`src/imu_pd_pkg.sv`:
```
`timescale 1ns / 1ps
// ----------------------------------------------------------------------------
// imu_pd_pkg
// Shared constants and types of the IMU packet deframer.
// ----------------------------------------------------------------------------
package imu_pd_pkg;

  localparam int PacketBytes = 40;                    // 40 .. 255
  localparam int WindowLen   = PacketBytes + 2;
  localparam int SeenW       = $clog2(WindowLen + 1);
  localparam int PosW        = $clog2(PacketBytes);

  typedef logic [7:0] byte_t;

  typedef enum logic {
    ST_HUNT,
    ST_LOCKED
  } sync_state_t;

  typedef struct packed {
    logic locked;
    logic emit_due;   // next accepted item completes a packet
  } sync_status_t;

endpackage

```
`src/imu_pd_cell.sv`:
```
`timescale 1ns / 1ps
// ----------------------------------------------------------------------------
// imu_pd_cell
// One byte of the sliding window; loads its neighbour's byte on advance.
// ----------------------------------------------------------------------------
module imu_pd_cell (
  input  logic             clk,
  input  logic             advance,
  input  imu_pd_pkg::byte_t d,
  output imu_pd_pkg::byte_t q
);

  always_ff @(posedge clk) begin
    if (advance) begin
      q <= d;
    end
  end

endmodule

```
`src/imu_pd_sync.sv`:
```
`timescale 1ns / 1ps
// ----------------------------------------------------------------------------
// imu_pd_sync
// Lock search on the window ends and packet position counting after lock.
// ----------------------------------------------------------------------------
module imu_pd_sync (
  input  logic                      clk,
  input  logic                      rst,
  input  logic                      advance,
  input  imu_pd_pkg::byte_t         sync_byte,
  input  imu_pd_pkg::byte_t         head_byte,    // becomes oldest byte
  input  imu_pd_pkg::byte_t         count_byte,   // becomes second byte
  input  imu_pd_pkg::byte_t         rx_byte,      // becomes newest byte
  output imu_pd_pkg::sync_status_t  status
);

  imu_pd_pkg::sync_state_t      state, state_next;
  logic [imu_pd_pkg::SeenW-1:0] seen, seen_next;
  logic [imu_pd_pkg::PosW-1:0]  pos, pos_next;
  logic                         full_next;
  logic                         match;
  logic                         pos_last;
  imu_pd_pkg::byte_t            count_inc;

  assign count_inc = count_byte + 8'd1;
  assign full_next = seen >= imu_pd_pkg::SeenW'(imu_pd_pkg::WindowLen - 1);
  assign match     = full_next && (head_byte == sync_byte) && (rx_byte == count_inc);
  assign pos_last  = pos == imu_pd_pkg::PosW'(imu_pd_pkg::PacketBytes - 1);

  always_comb begin
    state_next = state;
    case (state)
      imu_pd_pkg::ST_HUNT: begin
        if (advance && match) begin
          state_next = imu_pd_pkg::ST_LOCKED;
        end
      end
      imu_pd_pkg::ST_LOCKED: state_next = imu_pd_pkg::ST_LOCKED;
      default:               state_next = imu_pd_pkg::ST_HUNT;
    endcase
  end

  always_comb begin
    seen_next = seen;
    pos_next  = pos;
    if (advance) begin
      if (seen != imu_pd_pkg::SeenW'(imu_pd_pkg::WindowLen)) begin
        seen_next = seen + 1'b1;
      end
      case (state)
        imu_pd_pkg::ST_HUNT:   pos_next = imu_pd_pkg::PosW'(2);
        imu_pd_pkg::ST_LOCKED: pos_next = pos_last ? '0 : pos + 1'b1;
        default:               pos_next = pos;
      endcase
    end
  end

  always_comb begin
    status.locked   = 1'b0;
    status.emit_due = 1'b0;
    case (state)
      imu_pd_pkg::ST_HUNT: ;
      imu_pd_pkg::ST_LOCKED: begin
        status.locked   = 1'b1;
        status.emit_due = pos_last;
      end
      default: ;
    endcase
  end

  always_ff @(posedge clk) begin
    if (rst) begin
      state <= imu_pd_pkg::ST_HUNT;
      seen  <= '0;
      pos   <= '0;
    end else begin
      state <= state_next;
      seen  <= seen_next;
      pos   <= pos_next;
    end
  end

endmodule

```
`src/imu_packet_deframer.sv`:
```
`timescale 1ns / 1ps
// ----------------------------------------------------------------------------
// imu_packet_deframer
// Sync-word deframer for fixed-size IMU packets over a sliding byte window.
// ----------------------------------------------------------------------------
// Usage:
//   Input channel in_valid/in_ready carries one received byte per item.
//   Output channel out_valid/out_ready carries one decoded packet per item:
//   counter, length and nine raw IEEE single words.
//   cfg_wr_en/cfg_wr_data set the sync byte; write it while idle.
//   One byte is taken per cycle while in_ready is high; the window is a row of
//   byte cells that all shift on each accepted item. A packet is presented in
//   the cycle after the item carrying its last byte, from the output register.
//   After reset the window is empty and the block hunts for the sync byte
//   followed one packet later by the next counter; that first packet is
//   dropped, then every PacketBytes bytes yield one packet.
//   While a packet waits on a stalled receiver, bytes are still taken; only
//   a byte that would complete the next packet is held off (in_ready low).
//   Reset clears lock, fill and position state and the output valid.
// ----------------------------------------------------------------------------
module imu_packet_deframer (
  input  logic        clk,
  input  logic        rst,
  input  logic        cfg_wr_en,
  input  logic [7:0]  cfg_wr_data,
  input  logic        in_valid,
  output logic        in_ready,
  input  logic [7:0]  rx_byte,
  output logic        out_valid,
  input  logic        out_ready,
  output logic [7:0]  packet_counter,
  output logic [15:0] packet_length,
  output logic [31:0] accel_x_bits,
  output logic [31:0] accel_y_bits,
  output logic [31:0] accel_z_bits,
  output logic [31:0] rate_x_bits,
  output logic [31:0] rate_y_bits,
  output logic [31:0] rate_z_bits,
  output logic [31:0] roll_bits,
  output logic [31:0] pitch_bits,
  output logic [31:0] yaw_bits
);

  localparam int Wl = imu_pd_pkg::WindowLen;

  imu_pd_pkg::byte_t        win      [Wl];
  imu_pd_pkg::byte_t        win_next [Wl];
  imu_pd_pkg::byte_t        sync_byte;
  imu_pd_pkg::sync_status_t sts;
  logic                     advance;
  logic                     emit;

  assign in_ready = !(sts.emit_due && out_valid && !out_ready);
  assign advance  = in_valid && in_ready;
  assign emit     = advance && sts.emit_due;

  always_ff @(posedge clk) begin
    if (rst) begin
      sync_byte <= '0;
    end else if (cfg_wr_en) begin
      sync_byte <= cfg_wr_data;
    end
  end

  genvar g;
  generate
    for (g = 0; g < Wl; g++) begin : g_cell
      if (g == Wl - 1) begin : g_tail
        assign win_next[g] = rx_byte;
      end else begin : g_body
        assign win_next[g] = win[g+1];
      end
      imu_pd_cell u_cell (
        .clk     (clk),
        .advance (advance),
        .d       (win_next[g]),
        .q       (win[g])
      );
    end
  endgenerate

  imu_pd_sync u_sync (
    .clk        (clk),
    .rst        (rst),
    .advance    (advance),
    .sync_byte  (sync_byte),
    .head_byte  (win[1]),
    .count_byte (win[2]),
    .rx_byte    (rx_byte),
    .status     (sts)
  );

  // packet byte i sits at window slot 2 + i once this item is shifted in
  function automatic logic [31:0] pkt_word(input imu_pd_pkg::byte_t b0,
                                           input imu_pd_pkg::byte_t b1,
                                           input imu_pd_pkg::byte_t b2,
                                           input imu_pd_pkg::byte_t b3);
    return {b1, b0, b3, b2};
  endfunction

  always_ff @(posedge clk) begin
    if (rst) begin
      out_valid <= 1'b0;
    end else if (emit) begin
      out_valid <= 1'b1;
    end else if (out_ready) begin
      out_valid <= 1'b0;
    end
  end

  always_ff @(posedge clk) begin
    if (emit) begin
      packet_counter <= win_next[3];
      packet_length  <= {win_next[5], win_next[4]};
      accel_x_bits   <= pkt_word(win_next[6],  win_next[7],  win_next[8],  win_next[9]);
      accel_y_bits   <= pkt_word(win_next[10], win_next[11], win_next[12], win_next[13]);
      accel_z_bits   <= pkt_word(win_next[14], win_next[15], win_next[16], win_next[17]);
      rate_x_bits    <= pkt_word(win_next[18], win_next[19], win_next[20], win_next[21]);
      rate_y_bits    <= pkt_word(win_next[22], win_next[23], win_next[24], win_next[25]);
      rate_z_bits    <= pkt_word(win_next[26], win_next[27], win_next[28], win_next[29]);
      roll_bits      <= pkt_word(win_next[30], win_next[31], win_next[32], win_next[33]);
      pitch_bits     <= pkt_word(win_next[34], win_next[35], win_next[36], win_next[37]);
      yaw_bits       <= pkt_word(win_next[38], win_next[39], win_next[40], win_next[41]);
    end
  end

  a_emit_loads: assert property (@(posedge clk) disable iff (rst)
    emit |=> out_valid)
    else $error("completed packet not presented");

  a_lock_kept: assert property (@(posedge clk) disable iff (rst)
    sts.locked |=> sts.locked)
    else $error("lock lost");

  a_due_locked: assert property (@(posedge clk) disable iff (rst)
    sts.emit_due |-> sts.locked)
    else $error("packet due while hunting");

  a_no_overrun: assert property (@(posedge clk) disable iff (rst)
    (out_valid && !out_ready && advance) |-> !sts.emit_due)
    else $error("waiting packet overwritten");

endmodule
```
`config.mk`:
```
export PLATFORM = sky130hd
export DESIGN_NAME = imu_packet_deframer
export DESIGN_NICKNAME = d
export VERILOG_FILES = /design/src/imu_pd_pkg.sv /design/src/imu_pd_cell.sv /design/src/imu_pd_sync.sv /design/src/imu_packet_deframer.sv
export SDC_FILE = /design/constraint.sdc
export NUM_CORES = 1
export LEC_CHECK = 0
export ABC_CLOCK_PERIOD_IN_PS = 29800
export BUFFER_PORTS_ARGS = -buffer_cell sky130_fd_sc_hd__buf_2
export CORE_MARGIN = 2
export CORE_UTILIZATION = 30
export CTS_BUF_LIST = sky130_fd_sc_hd__clkbuf_16
export DETAILED_ROUTE_END_ITERATION = 10
export PLACE_DENSITY = 0.44
export RECOVER_POWER = 50
export SLEW_MARGIN = 25
export SYNTH_ARGS = -nofsm -noshare
export SYNTH_HDL_FRONTEND = slang
export SYNTH_SLANG_ARGS = --single-unit
```
`constraint.sdc`:
```
create_clock -name clk -period 29.8 [get_ports clk]
set_input_delay 0 -clock clk [delete_from_list [all_inputs] [get_ports clk]]
set_output_delay 0 -clock clk [all_outputs]
set_load 0.1 [all_outputs]
```
== Word-level counts from Yosys, hierarchy flattened ==
Index checks and enable logic that the tools add are counted.
Word-level totals
  flip-flop bits (word level): 662
  output and inout port bits: 314
  word-level logic and storage cells: 84
Operators by class
  add/sub/neg operators: 3
  magnitude comparators: 1
  equal/unequal tests: 4
  multiplexer cells: 7
  bitwise operators: 1
  reduce and logical (&&, ||, !) cells: 11
Operators by type and width (number)
  $eq 8x8->1: 2
  $add 6x1->6 const B: 2
  $pmux 6 s2: 1
  $add 8x1->8 const B: 1
  $logic_and 1x1->1: 7
  $eq 6x6->1 const B: 1
  $ge 6x6->1 const B: 1
  $mux 6: 1
  $ne 6x6->1 const B: 1
  $mux 1: 4
  $logic_not 1->1: 2
  $pmux 1 s2: 1
  $reduce_and 2->1: 1
  $reduce_bool 2->1: 1
  $not 1->1: 1

== Longest topological paths before layout ==
Gate-level depths: netlist of the first run.
  word-level depth: 9
  depth in mapped cells: 7
  mapped depth without buffers: 7

== Modules after synthesis ==
From an unflattened synthesis of the first run, not the netlist that was laid out.
Second synthesis, totals
  cell total of the unflattened synthesis: 788
  area total of the unflattened synthesis: 20510.9 um^2
By module, submodules not included
  imu_pd_cell: instances 41, cells each 8, area each 240.2 um^2, seq. area each 240.2 um^2
  imu_packet_deframer: instances 1, cells each 346, area each 9711.8 um^2, seq. area each 9549.2 um^2
  imu_pd_sync: instances 1, cells each 114, area each 949.7 um^2, seq. area each 260.2 um^2

== Worst setup path before layout of the first run ==
OpenSTA, ideal clock, no wires.
  kind: register to register
  start: register out_valid
  end: register accel_x_bits[0] (enable)
  library setup time: 1367 ps
  data arrival time: 22011 ps
  data required time: 28433 ps
  path slack: 6421 ps
  stages on the path, launching flop included: 4
  buffers on the path: 0
  period minus slack after synthesis: 23379 ps
  path through: dfxtp_1 nand2b_1 o31ai_4 nor3_1
On the way
  longest elaborated chain between the ends: 5
Ends and longest elaborated chain
  start, declared: line imu_packet_deframer.sv:29  | output logic out_valid,
  start signal, assigned: line imu_packet_deframer.sv:103  | out_valid <= 1'b0;
  start signal, assigned: line imu_packet_deframer.sv:105  | out_valid <= 1'b1;
  start signal, assigned: line imu_packet_deframer.sv:107  | out_valid <= 1'b0;
  $logic_and 1x1->1 (2 in a row): line imu_packet_deframer.sv:53  | assign in_ready = !(sts.emit_due && out_valid && !out_ready);
  $logic_not 1->1: line imu_packet_deframer.sv:53
  $logic_and 1x1->1: line imu_packet_deframer.sv:54  | assign advance = in_valid && in_ready;
  $logic_and 1x1->1: line imu_packet_deframer.sv:55  | assign emit = advance && sts.emit_due;
  named net emit: line imu_packet_deframer.sv:51  | logic emit;
  end signal, assigned: line imu_packet_deframer.sv:115  | accel_x_bits <= pkt_word(win_next[6], win_next[7], win_next[8], win_next[9]);
  end, declared: line imu_packet_deframer.sv:33  | output logic [31:0] accel_x_bits,
The timed path passes the listed nets, and every way through them passes these cells.
A chain may end at the register's enable or synchronous reset.

== Final worst setup path of the first run ==
  start: register u_sync.pos[0] in the netlist's numbering
  end: register g_cell[5].u_cell.q[7] (enable)
On the way
  longest elaborated chain between the ends: 6
Ends and longest elaborated chain
  start, declared: line imu_pd_sync.sv:19  | logic [imu_pd_pkg::PosW-1:0] pos, pos_next;
  start signal, assigned: line imu_pd_sync.sv:79  | pos <= pos_next;
  $eq 6x6->1: line imu_pd_sync.sv:28  | assign pos_last = pos == imu_pd_pkg::PosW'(imu_pd_pkg::PacketBytes - 1);
  $mux 1: line imu_pd_sync.sv:61  | case (state)
  $logic_and 1x1->1 (2 in a row): line imu_packet_deframer.sv:53
  $logic_not 1->1: line imu_packet_deframer.sv:53
  $logic_and 1x1->1: line imu_packet_deframer.sv:54
  named net advance: line imu_packet_deframer.sv:50  | logic advance;
  end signal, assigned: line imu_pd_cell.sv:15  | q <= d;
  end, declared: line imu_pd_cell.sv:10  | output imu_pd_pkg::byte_t q
The timed path passes the listed nets, and every way through them passes these cells.

==> results of run 1 <==
[routing by layer]
metal / share of wire [%] / track usage, % / vias up / wire [µm]
met1: 42 / 13.9 / 4617 / 16900
met2: 47 / 17.2 / 250 / 19000
met3: 8.4 / 4.51 / 65 / 3400
met5: 0.017 / 0 / - / 7
met4: 2.4 / 4.66 / 2 / 955
li1: - / - / 4077 / -
[worst max path at each step]
stage,endpoint,slack (ns),depth (start not counted),from
after global routing,g_cell[11].u_cell.q[7],26.03,6,u_sync.pos[0]
after global placement,g_cell[18].u_cell.q[7],26.07,6,u_sync.pos[0]
final,g_cell[5].u_cell.q[7],26.40,6,u_sync.pos[0]
after CTS,g_cell[15].u_cell.q[7],25.94,6,u_sync.pos[0]
after detailed placement,g_cell[19].u_cell.q[7],25.95,6,u_sync.pos[0]
after floorplan,accel_x_bits[0],6.42,3,out_valid
[area by class of cell]
class | count | area [µm²]
clock buffers | 72 | 1800
well taps | 882 | 1100
inverters | 7 | 33.8
fillers | 6302 | 42400
multi-input cells | 121 | 878
repair buffers | 379 | 1900
flip-flops and latches | 662 | 19700
clock inverters | 53 | 478
[kinds of logic after synthesis]
group	Yosys count	share of synthesized area, %
compound gates	23	0.852
xor+xnor	24	1.02
fa+ha+maj	6	0.365
buf+inv	10	0.182
flops	662	95.6
mux	9	0.438
simple gates	59	1.57
[synthesized netlist by cell type, drive strengths merged (5+ instances only)]
| cell type | number | share of area, % |
|---|---|---|
| a21oi | 7 | 0.17 |
| dfxtp | 22 | 2.1 |
| edfxtp | 640 | 93 |
| ha | 6 | 0.36 |
| inv | 7 | 0.13 |
| mux2i | 9 | 0.44 |
| nand2 | 9 | 0.16 |
| nand4 | 5 | 0.15 |
| nor2 | 18 | 0.33 |
| xnor2 | 18 | 0.77 |
| xor2 | 6 | 0.26 |
[report_power, final]
| group | total [mW] | internal, mW | switching [mW] |
|---|---|---|---|
| Clock | 0.863 | 0.509 | 0.354 |
| Sequential | 1.07 | 1.05 | 0.0143 |
| Combinational | 0.0248 | 0.00863 | 0.0161 |
[registers in the layout, indices dropped and copies added (netlist names)]
register / flops
accel_x_bits: 32
accel_y_bits: 32
accel_z_bits: 32
g_cell.u_cell.q: 328
out_valid: 1
packet_counter: 8
packet_length: 16
pitch_bits: 32
rate_x_bits: 32
rate_y_bits: 32
rate_z_bits: 32
roll_bits: 32
sync_byte: 8
u_sync.pos: 6
u_sync.seen: 6
u_sync.state: 1
yaw_bits: 32
[critical path, delay by kind of cell (launching register included)]
family / cells / cell delay, ns
AND/OR/NAND/NOR: 1 / 0.17
flip-flops: 1 / 0.33
buffers and inverters: 3 / 2.01
adder cells (fa/ha/maj): 1 / 0.26
AO/OA/AOI/OAI: 1 / 0.14
[stage by stage]
stage	hold WS [ns]	util, %	total power, mW	instances
2_1_floorplan	0.0966	-	1.09	793
3_3_place_gp	0.243	34.3	1.11	2014
3_5_place_dp	0.255	34.3	1.11	2014
4_1_cts	0.183	38.2	1.99	2176
5_1_grt	0.310	37.9	2.03	2176
6_report	0.321	37.9	1.95	2176
==> out/qor.csv, run 1 <==
stage,metric,value,unit
cts,CTS HTree Levels,3,
setup_path,Crit Path Class,reg2reg,
grt,"Remaining Overflow, GRT",0,
timing,final setup fails,0,
final_layout,ratio of cells with drive above 1 in the final layout,21.1,%
timing,Achievable Freq,294,MHz
drt,drt pass-1 iters,4,
logic_synthesis,commonest register cell after synthesis,edfxtp_1,
hold_path,worst min path class,in2reg,
die,row count,96,
setup_path,CP max stage cell,buf_4,
die,Core Box Area,68200,µm²
drt,Avg WL per Cell,18.5,µm
cts,CTS Buffer Depth,3,
logic_synthesis,Yosys warnings,0,
final_layout,antenna cells,0,
logic_synthesis,Post-synth EDFFs,640,
drt,DR iter-0 viols,625,
setup_path,CP max stage delay,0.73,ns
hold_path,worst hold path cell count,2,
drt,Residual DRC,0,
drt,vias per std cell,4.14,
logic_synthesis,Mapped Cells,793,
drt,Vias,9011,
cts,hold bufs inserted after CTS,37,
placed_design,placer congestion estimate,0.710,
die,Die Area,70700,µm²
placed_design,number of port buffers,334,
final_layout,most frequent cells in the layout,"640 x edfxtp_1, 175 x clkbuf_1, 159 x buf_2",
grt,initial antenna violation count,1,
logic_synthesis,share of synthesized registers carrying an async set or reset,0,%
logic_synthesis,Post-Syn Area,20600,µm²
pwr,P per Cell Area,75.6,nW/µm²
timing,period utilisation layout,11.4,%
logic_synthesis,"Net Count, Synth",820,
cts,Post-CTS Setup Inserts,0,
cts,clock tree root buffer cell,clkbuf_16,
logic_synthesis,"Seq/Total Area, Yosys",95.6,%
timing,Slew Limit Headroom,13.3,%
cts,total clock sinks,662,
timing,max-slew violations,0,
pwr,leakage,8.74,nW
hold_path,Hold EP,yaw_bits[8],
logic_synthesis,Netlist cell types,40,
setup_path,CP startpoint kind,register,
final_layout,nets@finish,1269,
setup_path,Reg2Reg Capture Point,g_cell[5].u_cell.q[7],
drt,Post-DRT Antenna Nets,0,
final_layout,design area,25900,µm²
grt,GRT Overall Usage,11.1,%
setup_path,Reg2Reg Setup Slack,26.40,ns
grt,largest net degree at the start of global routing,122,
setup_path,worst r2r path cells,6,
placed_design,Post-DP Area,23400,µm²
setup_path,critical path endpoint category,register,
die,Die W,266,µm
cts,clk slew on worst S/H paths,0.06,ns
grt,first-pass GRT wire length,58500,µm
timing,Worst Slack Setup Final,26.40,ns
cts,Clock Latency Late Sink,0.60,ns
placed_design,Post-Place Worst Slack,25.95,ns
setup_path,Worst Path Required,30.02,ns
setup_path,crit path DAT,3.62,ns
timing,Hold Fails Final Rpt,0,
run_status,status,"finished, final reports clean",
logic_synthesis,"Avg Cell Area, Syn",25.9,µm²
pwr,Max IR drop VDD,0.0418,mV
placed_design,Final HPWL DP,24100,µm
drt,final WL,40200,µm
timing,total negative slack,0,ns
hold_path,Hold Startpoint,rx_byte[0],
timing,fin crit period,3.40,ns
die,Ports,335,
setup_path,CP cell instances,"ha_1, nand4b_2, o31ai_4, inv_8, buf_6, buf_4",
cts,# resized after CTS,0,
cts,TritonCTS clock tree,yes,
logic_synthesis,#FFs+latches synth,662,
final_layout,"most common cell after layout, fill and taps aside",edfxtp_1,
final_layout,synth-to-layout area growth,25.7,%
die,Starting Density,30.1,%
die,chip height,266,µm
setup_path,crit-path max FO,121,
setup_path,reg-to-reg startpoint,u_sync.pos[0],
timing,Worst Tran Pin Value,1.31,ns
grt,number of global-route vias before repair,9286,
timing,RSZ-0062 raised after global routing,false,
cts,total CTS buffers,71,
run,max cap viols,0,
timing,skew final,0.0109,ns
No activity file was read; power rests on OpenSTA's default activity.
==> run 2, diff against run 1 <==
--- a/config.mk
+++ b/config.mk
@@ -5,7 +5,7 @@
 export SDC_FILE = /design/constraint.sdc
 export NUM_CORES = 1
 export LEC_CHECK = 0
-export ABC_CLOCK_PERIOD_IN_PS = 29800
+export ABC_CLOCK_PERIOD_IN_PS = 3200
 export BUFFER_PORTS_ARGS = -buffer_cell sky130_fd_sc_hd__buf_2
 export CORE_MARGIN = 2
 export CORE_UTILIZATION = 30
==> constraint.sdc (replaced) <==
create_clock -name clk -period 3.2 [get_ports clk]
set_input_delay 0 -clock clk [delete_from_list [all_inputs] [get_ports clk]]
set_output_delay 0 -clock clk [all_outputs]
set_load 0.1 [all_outputs]
==> out/qor.csv, run 2 (synthesized netlist as in run 1, its figures left out) <==
stage,metric,value,unit,change
cts,TritonCTS clock tree,yes,,
final_layout,"most common cell after layout, fill and taps aside",edfxtp_1,,
final_layout,ratio of cells with drive above 1 in the final layout,22.1,%,+0.95 points
timing,fin crit period,2.57,ns,-0.830 ns
pwr,Int Power,14.4,mW,+820%
placed_design,Post-Place Worst Slack,0.692,ns,-25.26 ns
drt,Avg WL per Cell,18.7,µm,+1.2%
pwr,Max IR drop VDD,0.387,mV,+820%
setup_path,Crit Path Class,reg2reg,,
drt,Vias,9020,,+0.10%
drt,Post-DRT Antenna Nets,0,,unchanged
placed_design,placer congestion estimate,0.706,,-0.48%
run_status,status,"finished, final reports clean",,
grt,largest net degree at the start of global routing,99,,-19%
final_layout,synth-to-layout area growth,26.2,%,
timing,skew final,0.0132,ns,+0.00223 ns
run,max cap viols,0,,unchanged
final_layout,# fillers,6287,,-0.24%
drt,final WL,41000,µm,+1.8%
setup_path,Crit path max-delay family,compound AO/OA/AOI/OAI gates,,
final_layout,design area,26000,µm²,+0.43%
drt,Residual DRC,0,,unchanged
pwr,Comb pwr share,1.3,%,about the same
timing,total negative slack,0,ns,unchanged
setup_path,Worst Path Buf+Inv,2,,-1
cts,CTS HTree Levels,3,,unchanged
final_layout,nets@finish,1277,,+0.63%
cts,clock tree root buffer cell,clkbuf_16,,
grt,GRT Overall Usage,11.2,%,+0.11 points
timing,Worst Hold Slack,0.309,ns,-0.0117 ns
grt,first-pass GRT wire length,59400,µm,+1.5%
final_layout,most frequent cells in the layout,"640 x edfxtp_1, 175 x clkbuf_1, 159 x buf_2",,
die,row count,96,,unchanged
drt,vias per std cell,4.12,,-0.54%
die,Ports,335,,unchanged
timing,Achievable Freq,388,MHz,+32%
cts,Clock Latency Late Sink,0.60,ns,about the same
grt,number of global-route vias before repair,9429,,+1.5%
timing,period utilisation layout,80.5,%,+69 points
die,Die Area,70700,µm²,unchanged
pwr,sequential power share,55.2,%,+0.6 points
setup_path,Worst Path Required,3.49,ns,-26.53 ns
die,Core Box Area,68200,µm²,unchanged
timing,final setup fails,0,,unchanged
pwr,P per Cell Area,693,nW/µm²,+820%
die,Die W,266,µm,unchanged
timing,max-slew violations,0,,unchanged
cts,Post-CTS Setup Inserts,0,,unchanged
die,Starting Density,30.1,%,unchanged
timing,RSZ-0062 raised after global routing,false,,
setup_path,crit-path max FO,98,,-19%
pwr,Psw,3.57,mW,+830%
cts,total CTS buffers,72,,+1.4%
setup_path,CP max stage cell,o31ai_4,,
die,chip height,266,µm,unchanged
drt,DR iter-0 viols,561,,-10%
final_layout,number of flip-flops under the largest register name,328,,unchanged
timing,Worst Slack Setup Final,0.625,ns,-25.77 ns
timing,Hold Fails Final Rpt,0,,unchanged
cts,CTS Buffer Depth,3,,unchanged
final_layout,Largest Register,g_cell.u_cell.q,,
setup_path,crit path DAT,2.86,ns,-0.76 ns
setup_path,CP cell instances,"ha_4, nand4b_4, o31ai_4, inv_16, buf_4",,
grt,initial antenna violation count,0,,-1
drt,drt pass-1 iters,4,,unchanged
placed_design,number of port buffers,334,,unchanged
placed_design,Final HPWL DP,25500,µm,+5.7%
pwr,clock power share,43.5,%,-0.7 points
setup_path,CP max stage delay,0.71,ns,-0.02 ns
placed_design,Post-DP Area,23600,µm²,+0.66%
final_layout,sequential cell area,19700,µm²,about the same
pwr,Pwr Total,18.0,mW,+820%
cts,total clock sinks,662,,unchanged
pwr,leakage,8.80,nW,+0.78%
setup_path,CP startpoint kind,register,,
timing,Slew Limit Headroom,15.2,%,+1.9 points
grt,"Remaining Overflow, GRT",0,,unchanged
hold_path,worst min path class,in2reg,,
timing,Worst Tran Pin Value,1.28,ns,-0.0281 ns
cts,clk slew on worst S/H paths,0.06,ns,about the same
pwr,switching share of total power,19.9,%,+0.20 points
final_layout,area of the multi-input gates,906,µm²,+3.1%
setup_path,critical path endpoint category,register,,
## run 2: layout make-up
cell class | count | area share [%]
inverter | 7 | 0.164
timing repair buffer | 386 | 7.70
sequential | 662 | 75.7
tap | 882 | 4.25
antenna | 2 | 0.0193
clock buffer | 76 | 7.32
multi-input combinational | 121 | 3.49
clock inverter | 54 | 1.33
## run 2: worst register-to-register path, stage by stage, from the launching register on
cell and delay, ns:
dfxtp_1 0.39, ha_4 0.19, nand4b_4 0.15, o31ai_4 0.71
inv_16 0.28, buf_4 0.54
## run 2: final timing paths
check	from	cells after the start	slack, ns	endpoint
max	u_sync.pos[0]	5	0.63	g_cell[37].u_cell.q[1]
min	rx_byte[0]	2	0.31	yaw_bits[8]
max reg2reg	u_sync.pos[0]	5	0.63	g_cell[37].u_cell.q[1]
min reg2reg	g_cell[3].u_cell.q[4]	0	0.42	g_cell[2].u_cell.q[4]
## run 2: routing by layer
metal | GRT usage, % | share of wire (%) | wire [µm]
met1 | 14.0 | 43 | 17500
met2 | 17.5 | 47 | 19100
met3 | 4.25 | 7.7 | 3170
met4 | 5.01 | 3.0 | 1240
met5 | 0 | 0 | 0
## run 2: power groups by stage
stage	clock network, mW	registers, mW	logic [mW]
global placement	0	10.1	0.207
finish	7.82	9.93	0.242
floorplan	0	10.1	0.124
global route	8.42	9.96	0.270
detailed placement	0	10.1	0.214
CTS	8.15	9.94	0.252
## run 2: what timing repair did
| item | 4_1_cts | 5_1_grt |
|---|---|---|
| hold endpoints to repair | 38 | 0 |
| hold buffers | 37 | 0 |
| gates resized for setup | 0 | 0 |
| endpoints found under the setup margin | 0 | 0 |
## run 2: per-stage QoR
step / instances / utilization, %
after global routing: 2188 / 38.1
after CTS: 2188 / 38.4
after global placement: 2021 / 34.5
after floorplan: 793 / -
final: 2190 / 38.1
after detailed placement: 2021 / 34.5
